$ cat src/hw/rtl/tfdt_pkg.sv
// ----------------------------------------------------------------------------
// tfdt_pkg
// types, constants and a helper function shared by the first-draw test block
// ----------------------------------------------------------------------------
package tfdt_pkg;

  localparam int unsigned WORD_W  = 32;
  localparam int unsigned ROUND_W = 9;

  localparam logic [WORD_W-1:0] SEED_MULT  = 32'h1F1F_1F1F;
  localparam logic [WORD_W-1:0] INIT_MULT  = 32'd1812433253;
  localparam logic [WORD_W-1:0] TWIST_XOR  = 32'd2567483615;
  localparam logic [WORD_W-1:0] TEMPER_B   = 32'h9D2C_5680;
  localparam logic [WORD_W-1:0] TEMPER_C   = 32'hEFC6_0000;
  // multiplicative inverse of five mod 2^32, and the largest multiple-of-five quotient
  localparam logic [WORD_W-1:0] INV_FIVE   = 32'hCCCC_CCCD;
  localparam logic [WORD_W-1:0] FIVE_LIMIT = 32'h3333_3333;

  localparam logic [ROUND_W-1:0] FIRST_ROUND = 9'd1;
  localparam logic [ROUND_W-1:0] LAST_ROUND  = 9'd397;

  typedef struct packed {
    logic [WORD_W-1:0] x_coord;
    logic [WORD_W-1:0] z_coord;
  } tfdt_in_t;

  typedef struct packed {
    logic              is_selected;
    logic [WORD_W-1:0] draw_word;
  } tfdt_out_t;

  // operands for the shared multiply-add unit: p = a * b + c (mod 2^32)
  typedef struct packed {
    logic [WORD_W-1:0] a;
    logic [WORD_W-1:0] b;
    logic [WORD_W-1:0] c;
  } tfdt_mul_req_t;

  typedef enum logic [2:0] {
    ST_IDLE,
    ST_SEED,
    ST_INIT,
    ST_TWIST,
    ST_TEMPER,
    ST_CHECK
  } tfdt_state_t;

  function automatic logic [WORD_W-1:0] temper(input logic [WORD_W-1:0] y_in);
    logic [WORD_W-1:0] y;
    y = y_in;
    y = y ^ (y >> 11);
    y = y ^ ((y << 7) & TEMPER_B);
    y = y ^ ((y << 15) & TEMPER_C);
    y = y ^ (y >> 18);
    return y;
  endfunction

endpackage

$ cat src/hw/rtl/tfdt_mul_unit.sv
// ----------------------------------------------------------------------------
// tfdt_mul_unit
// shared 32-bit multiply-add, low word of a * b + c
// ----------------------------------------------------------------------------
module tfdt_mul_unit
  import tfdt_pkg::*;
(
  input  tfdt_mul_req_t     req,
  output logic [WORD_W-1:0] prod
);

  logic [WORD_W-1:0] mul_lo;

  assign mul_lo = req.a * req.b;
  assign prod   = mul_lo + req.c;

endmodule

$ cat src/hw/rtl/twister_first_draw_decimal_test_top.sv
// ----------------------------------------------------------------------------
// twister_first_draw_decimal_test_top
// seeded first draw of a 32-bit twister generator with a divide-by-ten test
// ----------------------------------------------------------------------------
// usage
//   - an item (x_coord, z_coord) is taken at a rising edge with start high
//     and busy low; busy then stays high until the result is shown
//   - word 0 = x_coord * 0x1F1F1F1F ^ z_coord, words 1..397 by the init
//     recurrence, then twist of words 0, 1, 397 and tempering
//   - the result (is_selected, draw_word) is on out_item for exactly one
//     cycle with out_valid high; the receiver cannot stall it
//   - steps from the accepting edge to the result: seed, the init rounds,
//     twist, temper, check, then the output register
//   - a new item is taken only once the last result is out; start may be raised in the very
//     cycle the result is shown, since busy is already low then
//   - the item rate is set by the single shared 32-bit multiply-add, which runs
//     every init round back to back; each round needs the previous word
//   - is_selected uses the same unit: even and word * inverse(5) <= 2^32/5
//   - synchronous active-low reset returns to idle with no result pending
// ----------------------------------------------------------------------------
module twister_first_draw_decimal_test_top
  import tfdt_pkg::*;
(
  input  logic      clk,
  input  logic      rst_n,
  input  logic      start,
  output logic      busy,
  input  tfdt_in_t  in_item,
  output logic      out_valid,
  output tfdt_out_t out_item
);

  // control state
  tfdt_state_t        state_r, state_nxt;
  logic [ROUND_W-1:0] round_r, round_nxt;
  logic               out_valid_r, out_valid_nxt;

  // datapath registers
  tfdt_in_t           in_r, in_nxt;
  logic [WORD_W-1:0]  seed_r, seed_nxt;
  logic [WORD_W-1:0]  second_r, second_nxt;
  logic [WORD_W-1:0]  running_r, running_nxt;
  tfdt_out_t          out_item_r, out_item_nxt;

  // shared multiply-add
  tfdt_mul_req_t      mul_req;
  logic [WORD_W-1:0]  mul_prod;

  logic [WORD_W-1:0]  prev_word;
  logic [WORD_W-1:0]  mixed;
  logic [WORD_W-1:0]  twisted;
  logic               take_item;

  tfdt_mul_unit u_mul (
    .req  (mul_req),
    .prod (mul_prod)
  );

  assign take_item = start && (state_r == ST_IDLE);

  // first round works on the seed word, later ones on the running word
  assign prev_word = (round_r == FIRST_ROUND) ? seed_r : running_r;

  // twist of words 0, 1 and 397
  assign mixed   = {seed_r[WORD_W-1], second_r[WORD_W-2:0]};
  assign twisted = running_r ^ (mixed >> 1) ^ (mixed[0] ? TWIST_XOR : '0);

  // next state
  always_comb begin
    state_nxt = state_r;
    unique case (state_r)
      ST_IDLE:   if (take_item) state_nxt = ST_SEED;
      ST_SEED:   state_nxt = ST_INIT;
      ST_INIT:   if (round_r == LAST_ROUND) state_nxt = ST_TWIST;
      ST_TWIST:  state_nxt = ST_TEMPER;
      ST_TEMPER: state_nxt = ST_CHECK;
      ST_CHECK:  state_nxt = ST_IDLE;
      default:   state_nxt = ST_IDLE;
    endcase
  end

  // datapath and outputs per state
  always_comb begin
    in_nxt        = in_r;
    round_nxt     = round_r;
    seed_nxt      = seed_r;
    second_nxt    = second_r;
    running_nxt   = running_r;
    out_item_nxt  = out_item_r;
    out_valid_nxt = 1'b0;
    mul_req.a     = running_r;
    mul_req.b     = INV_FIVE;
    mul_req.c     = '0;
    unique case (state_r)
      ST_IDLE: begin
        if (take_item) in_nxt = in_item;
      end
      ST_SEED: begin
        // word 0 from the coordinates
        mul_req.a = in_r.x_coord;
        mul_req.b = SEED_MULT;
        seed_nxt  = mul_prod ^ in_r.z_coord;
        round_nxt = FIRST_ROUND;
      end
      ST_INIT: begin
        // w[i] = INIT_MULT * (w[i-1] ^ (w[i-1] >> 30)) + i
        mul_req.a   = prev_word ^ (prev_word >> 30);
        mul_req.b   = INIT_MULT;
        mul_req.c   = {{(WORD_W-ROUND_W){1'b0}}, round_r};
        running_nxt = mul_prod;
        if (round_r == FIRST_ROUND) second_nxt = mul_prod;
        round_nxt   = round_r + 1'b1;
      end
      ST_TWIST: begin
        running_nxt = twisted;
      end
      ST_TEMPER: begin
        running_nxt = temper(running_r);
      end
      ST_CHECK: begin
        // divisible by ten: even and divisible by five
        out_item_nxt.draw_word   = running_r;
        out_item_nxt.is_selected = !running_r[0] && (mul_prod <= FIVE_LIMIT);
        out_valid_nxt            = 1'b1;
      end
      default: begin
        out_valid_nxt = 1'b0;
      end
    endcase
  end

  always_ff @(posedge clk) begin
    if (!rst_n) begin
      state_r     <= ST_IDLE;
      round_r     <= '0;
      out_valid_r <= 1'b0;
    end else begin
      state_r     <= state_nxt;
      round_r     <= round_nxt;
      out_valid_r <= out_valid_nxt;
    end
  end

  always_ff @(posedge clk) begin
    in_r       <= in_nxt;
    seed_r     <= seed_nxt;
    second_r   <= second_nxt;
    running_r  <= running_nxt;
    out_item_r <= out_item_nxt;
  end

  assign busy      = (state_r != ST_IDLE);
  assign out_valid = out_valid_r;
  assign out_item  = out_item_r;

endmodule

$ cat config.mk
export PLATFORM = sky130hd
export DESIGN_NAME = twister_first_draw_decimal_test_top
export DESIGN_NICKNAME = d
export VERILOG_FILES = /design/src/hw/rtl/tfdt_pkg.sv /design/src/hw/rtl/tfdt_mul_unit.sv /design/src/hw/rtl/twister_first_draw_decimal_test_top.sv
export SDC_FILE = /design/constraint.sdc
export NUM_CORES = 1
export LEC_CHECK = 0
export BUFFER_PORTS_ARGS = -buffer_cell sky130_fd_sc_hd__clkbuf_2
export CORE_MARGIN = 3
export CORE_UTILIZATION = 30
export DETAILED_ROUTE_END_ITERATION = 10
export PLACE_DENSITY = 0.42
export SLEW_MARGIN = 0
export SYNTH_ARGS = -nofsm -noshare
export SYNTH_HDL_FRONTEND = slang
export SYNTH_SLANG_ARGS = --single-unit
$ cat constraint.sdc
create_clock -name clk -period 25.3 [get_ports clk]
set_clock_uncertainty 0.15 [all_clocks]
set_input_delay 1.265 -clock clk [delete_from_list [all_inputs] [get_ports clk]]
set_output_delay 1.265 -clock clk [all_outputs]
set_load 0.02 [all_outputs]
; Word-level counts from Yosys, hierarchy flattened
; Cells that the tools add are included.
[word_totals]
inputBits = 67
regBits = 205
word_cells = 51
out_inout_bits = 35
[op_classes]
n_bitwise = 8
n_eq_ne = 9
n_lt_le_gt_ge = 1
multipliers = 1
reduce_logical = 10
n_mux = 10
add_sub_neg = 2
[ops]
columns = op, count
row1 = $pmux 64 s2, 1
row2 = $xor 32x32->32, 4
row3 = $pmux 32 s3, 1
row4 = $mux 32, 2
row5 = $add 32x9->32, 1
row6 = $le 32x30->1 const B, 1
row7 = $mul 32x32->32, 1
row8 = $xor 32x14->32, 1
row9 = $xor 32x2->32, 1
row10 = $xor 32x21->32, 1
row11 = $xor 32x31->32, 1
row12 = $pmux 9 s2, 1
row13 = $pmux 3 s5, 1
row14 = $add 9x1->9 const B, 1
row15 = $eq 9x1->1 const B, 1
row16 = $eq 9x9->1 const B, 1
row17 = $mux 9, 1
row18 = $eq 3x2->1 const B, 2
row19 = $eq 3x3->1 const B, 2
row20 = $mux 3, 2
row21 = $reduce_and 2->1, 3
row22 = $reduce_bool 3->1, 2
row23 = $ne 2x2->1 const B, 2
row24 = $eq 3x1->1 const B, 1
row25 = other kinds (5), 6

; Logic depth before layout (Yosys ltp)
; Gate-level depths: netlist of run 1.
[depth]
ltp_word = 8
ltp_mapped = 39
depth_no_buf = 35

; Cells and area by module
; Synthesis of run 1 repeated with hierarchy kept, for this count alone.
[hier_totals]
cells_unflattened = 2512
hier_area_um2 = 25838.5
[by_module_without_submodules]
columns = mod, seq_area_each_um2, cells_each, instances, area_per_inst_um2
row1 = tfdt_mul_unit, 0.0, 1853, 1, 16776.1
row2 = twister_first_draw_decimal_test_top, 6025.8, 659, 1, 9062.4

; Worst setup path after synthesis of run 1
; OpenSTA, ideal clock, no wires.
[synth_timing]
path_kind = flip-flop to flip-flop
start = reg round_r[1]
end = reg out_item_r, in the netlist out_item[32] (data pin)
path_buffers = 3
required_ns = 24.976
slack_ns = 15.288
path_stages_with_launch = 30
arrival_ns = 9.688
setup_time_ns = 0.174
path_cell_list = dfxtp_1 -> inv_1 -> ha_1 -> or4b_1 -> nor3b_4 -> buf_4 -> clkbuf_1 -> clkbuf_1 -> a221oi_1 -> fa_1 -> inv_1 -> fa_1 -> inv_1 -> fa_1 -> fa_1 -> inv_1 -> fa_1 -> fa_1 -> fa_1 -> fa_1 -> ha_1 -> nand4_1 -> a211o_1 -> a21boi_0 -> a311oi_1 -> o311ai_1 -> or3_1 -> a311oi_1 -> o311ai_0 -> a311oi_1
[synth_between]
elab_chain_len = 8
[synth_lines]
columns = element, line
row1 = "start, declared", twister_first_draw_decimal_test_top.sv:35  ; logic [ROUND_W-1:0] round_r, round_nxt;
row2 = "start signal, assigned", twister_first_draw_decimal_test_top.sv:139  ; round_r <= round_nxt;
row3 = $eq 9x1->1, twister_first_draw_decimal_test_top.sv:62  ; assign prev_word = (round_r == FIRST_ROUND) ? seed_r : running_r;
row4 = $mux 32, twister_first_draw_decimal_test_top.sv:62
row5 = $xor 32x2->32, twister_first_draw_decimal_test_top.sv:107  ; mul_req.a = prev_word ^ (prev_word >> 30);
row6 = $pmux 64 s2, twister_first_draw_decimal_test_top.sv:94  ; unique case (state_r)
row7 = $mul 32x32->32, tfdt_mul_unit.sv:14  ; assign mul_lo = req.a * req.b;
row8 = $add 32x9->32 *, tfdt_mul_unit.sv:15  ; assign prod = mul_lo + req.c;
row9 = via mul_prod[23], twister_first_draw_decimal_test_top.sv:47  ; logic [WORD_W-1:0] mul_prod;
row10 = $le 32x30->1 *, twister_first_draw_decimal_test_top.sv:123  ; out_item_nxt.is_selected = !running_r[0] && (mul_prod <= FIVE_LIMIT);
row11 = $logic_and 1x1->1 *, twister_first_draw_decimal_test_top.sv:123
row12 = "end signal, assigned", twister_first_draw_decimal_test_top.sv:149  ; out_item_r <= out_item_nxt;
row13 = "end, declared", twister_first_draw_decimal_test_top.sv:43  ; tfdt_out_t out_item_r, out_item_nxt;
; Mark *: on every way through the listed nets, which the timed path passes. The rest lies on a longest branch.
; A chain may end at the register's enable or synchronous reset.

; Final worst setup path of run 1
[layout_timing]
start = reg state_r[1]
end = reg out_item_r, in the netlist out_item[32] (data pin)
[layout_between]
elab_chain_len = 6
[layout_lines]
columns = element, line
row1 = "start, declared", twister_first_draw_decimal_test_top.sv:34  ; tfdt_state_t state_r, state_nxt;
row2 = "start signal, assigned", twister_first_draw_decimal_test_top.sv:138  ; state_r <= state_nxt;
row3 = $eq 3x2->1 / $eq 3x1->1 (equally long branches), twister_first_draw_decimal_test_top.sv:94
row4 = $pmux 64 s2, twister_first_draw_decimal_test_top.sv:94
row5 = $mul 32x32->32, tfdt_mul_unit.sv:14
row6 = $add 32x9->32 *, tfdt_mul_unit.sv:15
row7 = via mul_prod[23], twister_first_draw_decimal_test_top.sv:47
row8 = $le 32x30->1 *, twister_first_draw_decimal_test_top.sv:123
row9 = $logic_and 1x1->1 *, twister_first_draw_decimal_test_top.sv:123
; Marks and branches as above.

==> results of run 1 <==
## registers in the layout (all words and copies together) (netlist names)
signal	count
in_r	64
out_item	33
out_valid	1
round_r	9
running_r	32
second_r	31
seed_r	32
state_r	3
## layout make-up
| type | instances | area, µm² | share of cell area |
|---|---|---|---|
| multi-input cells | 1294 | 14900 | 0.580 |
| clock buffers | 30 | 686 | 0.0267 |
| well taps | 1030 | 1290 | 0.0501 |
| repair buffers | 123 | 671 | 0.0261 |
| flip-flops and latches | 205 | 6030 | 0.234 |
| inverters | 536 | 2020 | 0.0785 |
| clock inverters | 14 | 116 | 0.00453 |
| diodes | 1 | 2.50 | 0.0000973 |
## cells by family (layout without fill, tap and decap cells)
| logic type | count (synthesis) | after routing | share of synthesized area |
|---|---|---|---|
| adders and majority gates | 551 | 551 | 0.422 |
| AOI/OAI and AO/OA | 219 | 219 | 0.0709 |
| DFF | 205 | 205 | 0.260 |
| buffers and inverters | 601 | 703 | 0.0989 |
| muxes | 24 | 24 | 0.0108 |
| xor gates and xnor gates | 193 | 193 | 0.0737 |
| other | 0 | 1 | 0 |
| and+or+nand+nor | 307 | 307 | 0.0641 |
## critical path: cells and delay by family, from the launching register on
| kind | cells | cell delay [ns] |
|---|---|---|
| simple gates | 5 | 1.38 |
| fa+ha+maj | 9 | 4.39 |
| buf+inv | 6 | 1.02 |
| compound gates | 10 | 3.57 |
| flops | 1 | 0.54 |
## cells in the final DEF, fill, tap and decap left out, types with 38 or more instances in the layout
cell	count
xnor2_1	117
and2_1	38
clkbuf_2	101
edfxtp_1	192
o21ai_0	40
xor2_1	74
nor2_1	88
ha_1	165
fa_1	386
nand2_1	103
inv_1	530
## synth_stat cells (all sizes together), types with 8 or more instances
master,instances,area share
inv,533,0.086
fa,386,0.33
edfxtp,192,0.25
ha,165,0.089
xnor2,118,0.045
nand2,105,0.017
nor2,91,0.015
xor2,74,0.028
clkbuf,52,0.0084
o21ai,40,0.0086
and2,39,0.011
a21oi,32,0.0071
a22oi,20,0.0065
a221o,17,0.0073
o221ai,17,0.0064
a22o,15,0.0057
mux2i,15,0.0065
buf,13,0.0036
dfxtp,13,0.011
nand3,12,0.0026
a221oi,10,0.0051
nand2b,10,0.0027
mux2,9,0.0044
or2,9,0.0024
o22ai,8,0.0022
## routing by layer
| metal | wire length (µm) | vias to the layer above |
|---|---|---|
| met5 | 0 | - |
| met4 | 2280 | 0 |
| met3 | 4240 | 82 |
| met2 | 40500 | 510 |
| met1 | 37100 | 8003 |
| li1 | - | 6770 |
## stage by stage
| stage | area (µm²) | std cells |
|---|---|---|
| finish | 25700 | 3233 |
| detailed placement | 24900 | 3188 |
| global placement | 24900 | 3188 |
| CTS | 25700 | 3232 |
| floorplan | 23200 | 2100 |
| global route | 25700 | 3232 |
## worst paths after layout
| path | end | slack (ns) | cells after the start |
|---|---|---|---|
| max | out_item[32]$_DFFE_PP_ | 14.01 | 30 |
| min | seed_r[20]$_DFFE_PN_ | 0.41 | 1 |
| max reg2reg | out_item[32]$_DFFE_PP_ | 14.01 | 30 |
| min reg2reg | seed_r[20]$_DFFE_PN_ | 0.41 | 1 |
==> metrics.cfg, run 1 <==
[sta]
worst-slew-pin-transition_ns=1.35
fin_crit_sh=0.446
max_freq_mhz=88.6
slew_headroom=0.0860
finalSetupViolCount=0
hold_ws_ns=0.405
fin_ws_ns=14.01
finalSetupTns_ns=0
maxSlewViolCount=0
finalCriticalPeriod_ns=11.29
hold_viol_final=0
rsz0062_at_grt=no

[layout]
finalNetCount=2804
post-route-util=0.337
drive_gt1_frac=0.0931
area_delta_synth_final_pct=10.8
nFillCells=7843

[floorplan]
fp.dieH_um=284
rows=101
io_pins=102
core-area_um2=76300
dieArea_um2=80700
fp.dieW_um=284
initial_utilization=0.304

[logic_synthesis]
yosys_most_used_dff=edfxtp_1
synth_seq_cells=205
synth-seq-area-share=0.260
synth.net_count=2718
ys_warn_count=0
syn_area_per_cell_um2=11.1
syn-cell-area_um2=23200
synthDistinctLibCells=78
async_reset_ff_frac=0
synth_edf_count=192
syn-instance-count=2100

[global_route]
grt_antenna_before_repair=1
top_usage_layer=met2
grt_overflow=0
grt_use_met1=0.292
met2_usage=0.352
grt.met3_usage=0.0224
grtUsageTotal=0.210
grt_first_pass_wirelength_um=123000
grt_pass1_vias=16800
grt_max_degree=65

[placed_design]
post-dp-hpwl_um=72000
place_ws_ns=14.11
routabilityCongestion=0.937
portBuffers=101

[clock_network]
cts_buffers=26
hold_buffers=0
htree_levels=1
ctsResizeCount=0
cts.path.max_buffers=3
clkTransAtPathRegs_ns=0.06
cts_setup_buffers=0
clk_latency_ns=0.57
cts_tree=done
cts-root-buf=clkbuf_16
cts_num_sinks=205

[critical_path]
cp-end-kind=flip-flop
crit_path_start_kind=flip-flop
required_ns=25.54
crit_arrival_ns=11.52
critPathMaxFanout=39
critPathKind=flip-flop to flip-flop
cpPeakStageDelay_ns=0.68
worst_r2r_startpoint=state_r[1]$_SDFFE_PN0P_
cp_slowest_cell=a21oi_1
crit_top_cell=fa_1
crit_path_start=state_r[1]$_SDFFE_PN0P_

[drt]
wire_per_inst_um=26.0
vias=15400
drt-total-wl_um=84200
via_per_inst=4.75
drc_errors=0
drtIter0Drc=1198
drt-pass1-iter-count=5
antenna_left=0

[hold_path]
hp-start=in_r[20]$_DFFE_PP_
hp-class=flip-flop to flip-flop

[outcome]
outcome=complete, no violations

[run]
maxCapViolations=0

Power of run 1 is left out: the tool's default activity adds up to more than one toggle a clock period on the data nets, which glitch-free logic cannot reach.
==> run 2: changes to the inputs <==
==> constraint.sdc (replaced) <==
create_clock -name clk -period 10.6 [get_ports clk]
set_clock_uncertainty 0.15 [all_clocks]
set_input_delay 0.53 -clock clk [delete_from_list [all_inputs] [get_ports clk]]
set_output_delay 0.53 -clock clk [all_outputs]
set_load 0.02 [all_outputs]
==> metrics.cfg, run 2 (synthesis gave the netlist of run 1 again) <==
[layout]
post-route-util=0.346
largest_reg_flops=64
nFillCells=7805
stdcell_area_um2=26400
drive_gt1_frac=0.0957
area_delta_synth_final_pct=13.9
mostFrequentLayoutCell=inv_1
finalNetCount=2877
most-common-layout-cells=inv_1 (530), fa_1 (386), edfxtp_1 (192)
regMostFlops=in_r

[clock_network]
cts_setup_buffers=0
clk_latency_ns=0.59
cts_num_sinks=205
cts.path.max_buffers=3
cts_buffers=26
cts_tree=done
htree_levels=1
cts-root-buf=clkbuf_16
clkTransAtPathRegs_ns=0.07

[placed_design]
placed_area_um2=25000
place_ws_ns=0.449
routabilityCongestion=0.943
portBuffers=101
post-dp-hpwl_um=72900

[hold_path]
hp-class=input port to flip-flop

[global_route]
grt.met3_usage=0.0212
grt_max_degree=65
met2_usage=0.348
grt_first_pass_wirelength_um=123000
grt_antenna_before_repair=1
grt_overflow=0
grt_use_met1=0.301
top_usage_layer=met2
grtUsageTotal=0.212
grt_pass1_vias=17000

[critical_path]
cp_slowest_cell=xnor2_1
crit_arrival_ns=10.18
cp-end-kind=flip-flop
required_ns=10.74
crit_top_cell=fa_1
critPathMaxFanout=15
critPathKind=flip-flop to flip-flop
cpPeakStageDelay_ns=0.91
crit_path_start_kind=flip-flop

[drt]
drt-pass1-iter-count=6
vias=15700
antenna_left=0
drtIter0Drc=1237
wire_per_inst_um=25.7
drc_errors=0
via_per_inst=4.74
drt-total-wl_um=85100

[sta]
worst-slew-pin-transition_ns=1.18
max_freq_mhz=99.6
fin_crit_sh=0.947
hold_viol_final=0
finalSetupViolCount=0
finalSetupTns_ns=0
fin_ws_ns=0.561
rsz0062_at_grt=no
finalCriticalPeriod_ns=10.04
maxSlewViolCount=0
slew_headroom=0.209

[floorplan]
rows=101
dieArea_um2=80700
fp.dieW_um=284
initial_utilization=0.304
core-area_um2=76300
fp.dieH_um=284
io_pins=102

[run]
maxCapViolations=0

[outcome]
outcome=complete, no violations

-- run 2: cell count changes in the layout (fill, tap and decap cells not counted), sizes merged --
cell / delta
dlygate4sd3: +61
clkinvlp: +2
diode: +1
clkinv: +1
clkbuf: +1
buf: +12
-- run 2: path summary, 6_finish.rpt --
check                          startpoint                      to  slack, ns  cells after the start
hold reg to reg        in_r[26]$_DFFE_PP_    seed_r[26]$_DFFE_PN_       0.40                      1
setup / recovery  state_r[0]$_SDFFE_PN0P_  out_item[32]$_DFFE_PP_       0.56                     29
hold / removal                 in_item[8]       in_r[8]$_DFFE_PP_       0.02                      1
setup reg to reg  state_r[0]$_SDFFE_PN0P_  out_item[32]$_DFFE_PP_       0.56                     29
-- run 2: routing by layer --
layer | vias to the layer above | wire length [µm]
li1 | 6933 | -
met1 | 8146 | 38600
met2 | 518 | 40100
met3 | 100 | 3920
met4 | 0 | 2530
met5 | - | 0
-- run 2: timing repair --
item / CTS / global route
endpoints found under the setup margin: 0 / 1
gates resized for setup: 0 / 1
hold endpoints to repair: 60 / 1
hold buffers: 60 / 1
-- run 2: stage by stage --
stage	hold slack (ns)	instances
final	0.0184	3311
after global routing	0.00231	3309
after CTS	0.000588	3308
after detailed placement	0.392	3200
after global placement	0.384	3200
after floorplan	0.274	2100
-- run 2: layout make-up --
| type | count | area [µm²] | share of cell area |
|---|---|---|---|
| Multi-Input combinational cell | 1294 | 14900 | 0.564 |
| Sequential cell | 205 | 6030 | 0.228 |
| Inverter | 536 | 2020 | 0.0763 |
| Timing Repair Buffer | 196 | 1380 | 0.0523 |
| Tap cell | 1030 | 1290 | 0.0487 |
| Clock buffer | 31 | 669 | 0.0253 |
| Clock inverter | 17 | 138 | 0.00521 |
| Antenna cell | 2 | 5.00 | 0.000189 |
-- run 2: worst max-delay path: cells and delay by family, from the launching register on --
kind	cells	cell delay (ns)
adders and majority gates	9	3.82
DFF	1	0.52
AOI/OAI and AO/OA	9	1.74
xor gates and xnor gates	1	0.91
and+or+nand+nor	4	1.39
buffers and inverters	6	1.23
Power of run 2 is left out for the same reason.
